<file path="src/hw/rtl/bma_pkg.sv">
// shared types, widths and elaboration helpers of the buddy allocator
// no dependencies
package bma_pkg;

   localparam int SIZE_W = 16;
   localparam int OFF_W  = 10;
   localparam int ORD_W  = 5;

   // request operation codes
   localparam logic OP_ALLOC = 1'b0;
   localparam logic OP_FREE  = 1'b1;

   // floor of log2, -1 for zero (elaboration only)
   function automatic int floor_log2(input int v);
      int r;
      r = -1;
      while (v > 0) begin
         v = v >> 1;
         r = r + 1;
      end
      return r;
   endfunction

   // total slots of all per-order circular queues
   function automatic int store_depth(input int nunits);
      int acc;
      int n;
      acc = 0;
      n = nunits;
      while (n > 0) begin
         acc = acc + n;
         n = n >> 1;
      end
      return acc;
   endfunction

   // datapath operations
   typedef enum logic [3:0] {
      DP_NONE,
      DP_LOAD,
      DP_SCAN_NEXT,
      DP_POP,
      DP_SPLIT,
      DP_FREE_PUSH,
      DP_ROT_START,
      DP_ROT_STEP,
      DP_FAIL
   } dp_op_type;

   typedef struct packed {
      dp_op_type op;
      logic      rsp_load;
   } dp_cmd_type;

   typedef struct packed {
      logic above_top;
      logic cnt_zero;
      logic at_order;
      logic try_merge;
      logic hit;
      logic rot_last;
   } dp_stat_type;

endpackage

</file>
<file path="src/hw/rtl/bma_controller.sv">
// buddy allocator controller: sequences alloc scan, split and free merge
// depends on bma_pkg
module bma_controller (
   input  logic                 clock,
   input  logic                 reset,
   input  logic                 req_valid,
   output logic                 req_ready,
   input  logic                 req_op,
   output logic                 rsp_valid,
   input  logic                 rsp_ready,
   input  bma_pkg::dp_stat_type stat,
   output bma_pkg::dp_cmd_type  cmd
);
   import bma_pkg::*;

   typedef enum logic [8:0] {
      ST_IDLE    = 9'b000000001,
      ST_A_SCAN  = 9'b000000010,
      ST_A_POP   = 9'b000000100,
      ST_A_SPLIT = 9'b000001000,
      ST_F_CHK   = 9'b000010000,
      ST_F_ROT   = 9'b000100000,
      ST_F_WAIT  = 9'b001000000,
      ST_F_PUSH  = 9'b010000000,
      ST_DONE    = 9'b100000000
   } state_type;

   state_type state_ff, state_in;
   logic      rsp_valid_ff, rsp_valid_in;

   // next state and commands
   always_comb begin
      state_in     = state_ff;
      cmd.op       = DP_NONE;
      cmd.rsp_load = 1'b0;
      rsp_valid_in = rsp_valid_ff && !rsp_ready;
      case (state_ff)
         ST_IDLE: begin
            if (req_valid) begin
               cmd.op   = DP_LOAD;
               state_in = (req_op == OP_FREE) ? ST_F_CHK : ST_A_SCAN;
            end
         end
         ST_A_SCAN: begin
            if (stat.above_top) begin
               cmd.op   = DP_FAIL;
               state_in = ST_DONE;
            end else if (stat.cnt_zero) begin
               cmd.op = DP_SCAN_NEXT;
            end else begin
               state_in = ST_A_POP;
            end
         end
         ST_A_POP: begin
            cmd.op   = DP_POP;
            state_in = stat.at_order ? ST_DONE : ST_A_SPLIT;
         end
         ST_A_SPLIT: begin
            cmd.op = DP_SPLIT;
            if (stat.at_order) state_in = ST_DONE;
         end
         ST_F_CHK: begin
            if (stat.above_top) begin
               state_in = ST_DONE;
            end else if (stat.try_merge) begin
               cmd.op   = DP_ROT_START;
               state_in = ST_F_ROT;
            end else begin
               cmd.op   = DP_FREE_PUSH;
               state_in = ST_DONE;
            end
         end
         ST_F_ROT: begin
            cmd.op = DP_ROT_STEP;
            if (stat.hit) state_in = ST_F_CHK;
            else if (stat.rot_last) state_in = ST_F_PUSH;
            else state_in = ST_F_WAIT;
         end
         ST_F_WAIT: state_in = ST_F_ROT;
         ST_F_PUSH: begin
            cmd.op   = DP_FREE_PUSH;
            state_in = ST_DONE;
         end
         ST_DONE: begin
            if (!rsp_valid_ff || rsp_ready) begin
               cmd.rsp_load = 1'b1;
               rsp_valid_in = 1'b1;
               state_in     = ST_IDLE;
            end
         end
         default: state_in = ST_IDLE;
      endcase
   end

   // state registers
   always_ff @(posedge clock) begin
      if (reset) begin
         state_ff     <= ST_IDLE;
         rsp_valid_ff <= 1'b0;
      end else begin
         state_ff     <= state_in;
         rsp_valid_ff <= rsp_valid_in;
      end
   end

   assign req_ready = state_ff == ST_IDLE;
   assign rsp_valid = rsp_valid_ff;

endmodule

</file>
<file path="config.mk">
export PLATFORM = sky130hd
export DESIGN_NAME = bma_controller
export DESIGN_NICKNAME = d
export VERILOG_FILES = /design/src/hw/rtl/bma_pkg.sv /design/src/hw/rtl/bma_controller.sv
export SDC_FILE = /design/constraint.sdc
export NUM_CORES = 1
export LEC_CHECK = 0
export CORE_ASPECT_RATIO = 0.7
export CORE_UTILIZATION = 25
export CTS_CLUSTER_SIZE = 30
export DETAILED_ROUTE_END_ITERATION = 6
export DONT_BUFFER_PORTS = 1
export GPL_TIMING_DRIVEN = 0
export PLACE_DENSITY = 0.45
export SYNTH_ARGS = -nofsm -noshare
export SYNTH_HDL_FRONTEND = slang
export SYNTH_SLANG_ARGS = --single-unit
</file>
<file path="constraint.sdc">
create_clock -name clock -period 2.7 [get_ports clock]
set_input_delay 0.405 -clock clock [delete_from_list [all_inputs] [get_ports clock]]
set_output_delay 0.405 -clock clock [all_outputs]
set_load 0.02 [all_outputs]
</file>
; ---- Word level (Yosys, flattened, before mapping)
; Cells that the tools add are included.
[word_totals]
regBits = 10
output_inout_bits = 7
inputBits = 11
wordCells = 42
[classes]
n_reduce_logical = 5
muxes = 22
n_eq_ne = 13
[op_table]
columns = op, n
row1 = one-hot mux 9 bit (9 select lines), 1
row2 = two-way mux 9 bit, 8
row3 = one-hot mux 4 bit (7 select lines), 1
row4 = two-way mux 8 bit, 2
row5 = "equality test 9 x 1 -> 1 bit, second input constant", 1
row6 = "equality test 9 x 2 -> 1 bit, second input constant", 1
row7 = "equality test 9 x 3 -> 1 bit, second input constant", 1
row8 = "equality test 9 x 4 -> 1 bit, second input constant", 1
row9 = "equality test 9 x 5 -> 1 bit, second input constant", 1
row10 = "equality test 9 x 6 -> 1 bit, second input constant", 1
row11 = "equality test 9 x 7 -> 1 bit, second input constant", 1
row12 = "equality test 9 x 8 -> 1 bit, second input constant", 1
row13 = "equality test 9 bit, second input constant", 1
row14 = "!= test 2 bit, second input constant", 3
row15 = two-way mux 1 bit, 5
row16 = two-way mux 5 bit, 1
row17 = two-way mux 2 bit, 2
row18 = two-way mux 4 bit, 1
row19 = AND reduction 4 bit, 1
row20 = two-way mux 3 bit, 1
row21 = "!= test 3 bit, second input constant", 1
row22 = logical NOT 1 bit, 2
row23 = logical AND 1 bit, 1
row24 = logical OR 1 bit, 1

; ---- Logic depth before layout (Yosys ltp)
[depth]
word_depth = 4
depth_mapped = 6
mapped_depth_nobuf = 5

; ---- Worst setup path before layout
; Ideal clock, no wire load.
[synth_path]
kind = reg-to-output
from = reg state_ff[4]
to = out cmd[1] (netlist bit)
required_ps = 2295
arrival_ps = 1706
path_slack_ps = 589
path_buffers = 1
path_stages_with_launch = 6
cell_sequence = dfxtp_1 -> buf_6 -> or4_4 -> nor3b_2 -> nand2_1 -> o211ai_1
[synth_lines]
columns = element, line
row1 = from (decl), bma_controller.sv:28  ; state_type state_ff, state_in;
row2 = from (signal assigned), bma_controller.sv:101  ; state_ff <= state_in;
row3 = to (decl), bma_controller.sv:12  ; output bma_pkg::dp_cmd_type cmd

==> impl_metrics.ini <==
[timing]
slew_headroom_pct = 67.05
setup_viol = 0
hold_violations = 0
max_clock_freq_ghz = 0.3985
worst-slew-pin-transition_ns = 0.4920
slew_viol_final = 0
layout_worst_path_cycle_share_pct = 92.95
skew_ns = 0.006480
period_needed_ns = 2.510
rsz0062_at_grt = no
fin_setup_tns_ns = 0

[yosys]
synth_edf_count = 0
yosysWarnings = 0
synth_ff_type = dfxtp_1
syn_inst = 102
syn_area_per_cell_um2 = 8.047
synth.distinct_cells = 43
ys_ff_latch = 10
synthArstFlopShare_pct = 0
synth_area_um2 = 820.8
synth_nets = 113
yosysSeqAreaShare_pct = 24.39

[final_layout]
syn2layout_area_growth_pct = 12.96
n_antenna_cell = 0
nNetsFinal = 118
fillers = 322
stdcell_area_um2 = 927.1
drive_gt1_share_pct = 16.98

[floorplan]
die_area_um2 = 3520
die_h_um = 49.94
core_area_um2 = 2963
start_util_pct = 27.70
ios = 18
rows = 16
die_x_um = 70.49

[setup_path]
critPathMaxFanout = 10
cp-end-kind = primary output
critPathKind = reg2out
critPathLaunchType = flop
worstPathArrival_ns = 2.10
cp.required_ns = 2.30

[drt]
drt-initial-drc-count = 105
drtAntennaViolNets = 0
routed_wl_um = 2233
drc = 2
vias_per_cell = 5.514
wl_per_cell_um = 15.73
dr_total_vias = 783
first_pass_iters = 6

[placement]
dp.final_hpwl_um = 1722
port-buffer-count = 0
routabilityCongestion = 0.8732
place_area_um2 = 865.8

[power_and_ir_drop]
power_frac_comb_pct = 33.1
p_sw_share_pct = 32.58
power.internal_mw = 0.3569
seqPwrFrac_pct = 30.7
peakVddDrop_mv = 0.2752
share_clk_of_total_power_pct = 36.2
p_leak_nw = 0.3604
p_per_area_nw_per_um2 = 571.0
p_sw_mw = 0.1725

[status]
outcome = finished with violations
violations = design-rule violations

[grt]
grt_antenna_before_repair = 0
grt_pass1_vias = 646
grt_pass1_wl_um = 3539
grt.overflow.total = 0
grtUsageTotal_pct = 13.48
grt_max_degree = 11

[job]
max_cap_viol_count = 0

[clock_network]
cts_root_buffer = clkbuf_8
cts_buffers = 3
cts.sinks = 10
clk_latency_ns = 0.24
htree_num_levels = 1
clk_pin_slew_worst_paths_ns = 0.05
cts_tree = done
clock_path_buffers = 2

[min_path]
hp-class = in2reg
[power by group through the flow]
stage | Clock [mW] | Combinational (mW) | Sequential [mW]
global route | 0.207 | 0.192 | 0.163
global placement | 0 | 0.166 | 0.165
floorplan | 0 | 0.136 | 0.164
CTS | 0.199 | 0.168 | 0.162
detailed placement | 0 | 0.167 | 0.165
finish | 0.192 | 0.175 | 0.163
[registers in the layout, indices dropped and copies added (netlist names)]
register	flops
state_ff	9
rsp_valid	1
[repair_timing]
item	CTS	global route
hold endpoints to repair	0	0
buffers inserted	0	0
gates resized for setup	0	1
endpoints found under the setup margin	0	1
hold buffers	0	0
[logic make-up after synthesis]
| group | count (synthesis) | synth area share [%] |
|---|---|---|
| DFF | 10 | 24.39 |
| AOI/OAI and AO/OA | 22 | 18.90 |
| xor gates and xnor gates | 3 | 3.202 |
| and+or+nand+nor | 53 | 40.24 |
| buffers and inverters | 13 | 12.04 |
| muxes | 1 | 1.220 |
[critical path, cell delays in order, from the launching register on]
cell	delay, ns
dfxtp_1	0.30
buf_6	0.13
nor4_2	0.44
nor3b_1	0.31
nand4b_1	0.18
or2_1	0.29
nand2_1	0.20
[per-layer routing]
layer	routed length [µm]	vias to the layer above	part of all wire [%]	track usage [%]
li1	-	389	-	-
met1	1111	359	50	20.22
met2	917	33	41	17.15
met3	192	2	8.6	5.521
met4	12	0	0.54	3.061
met5	0	-	0	0
[cell usage after synthesis, types with 2 or more instances]
master | number | area, µm²
clkbuf_8 | 2 | 27.53
o2111ai_1 | 2 | 17.52
and3_1 | 2 | 12.51
buf_4 | 2 | 15.01
a21oi_1 | 5 | 25.02
or2_1 | 2 | 12.51
xor2_1 | 2 | 17.52
nor3b_1 | 2 | 15.01
nor2b_1 | 4 | 25.02
buf_6 | 3 | 33.78
o211ai_1 | 3 | 22.52
nor2_1 | 8 | 30.03
nand2_1 | 6 | 22.52
nand3b_1 | 3 | 22.52
dfxtp_1 | 10 | 200.2
nand4_1 | 2 | 12.51
nor4_1 | 3 | 18.77
nand3_1 | 2 | 10.01
inv_1 | 6 | 22.52
nand2b_1 | 3 | 18.77
nor3_1 | 6 | 30.03
o21ai_0 | 3 | 15.01
[final timing paths]
check | cells after the start | start | to | slack, ns
setup / recovery | 6 | state_ff[3] | cmd[2] | 0.19
hold / removal | 1 | reset | rsp_valid | 0.23
setup reg to reg | 6 | state_ff[3] | state_ff[5] | 0.75
hold reg to reg | 2 | rsp_valid | rsp_valid | 0.59
[stage by stage]
stage,utilization (%),total power [mW],std cells,setup WS [ns],hold slack (ns)
5_1_grt,31.29,0.5623,142,0.07823,0.2224
6_report,31.29,0.5294,142,0.1905,0.2289
4_1_cts,31.08,0.5286,142,0.1244,0.2238
2_1_floorplan,-,0.3002,102,0.5888,0.4741
3_3_place_gp,29.22,0.3309,138,0.3689,0.4781
3_5_place_dp,29.22,0.3317,138,0.3888,0.4809
[layout by cell type, fill, tap and decap left out, types with 2 or more instances in the layout]
master / count
buf_4: 2
buf_6: 3
nor3_1: 6
nand3b_1: 3
a21oi_1: 5
clkbuf_8: 6
nand3_1: 2
dfxtp_1: 10
nand2b_1: 3
inv_1: 6
nand4_1: 2
or2_1: 2
nor2b_1: 4
nand2_1: 6
nor3b_1: 2
xor2_1: 2
o211ai_1: 3
o2111ai_1: 2
nor2_1: 8
and3_1: 2
nor4_1: 3
o21ai_0: 3
[final cells by class]
class / instances / area, µm² / share of cell area [%]
buffer: 7 / 76.32 / 8.232
clock buffer: 4 / 55.05 / 5.938
inverter: 6 / 22.52 / 2.429
multi-input combinational: 79 / 528.0 / 56.95
sequential: 10 / 200.2 / 21.59
tap: 36 / 45.04 / 4.858
Power figures use the tool's default switching activity.
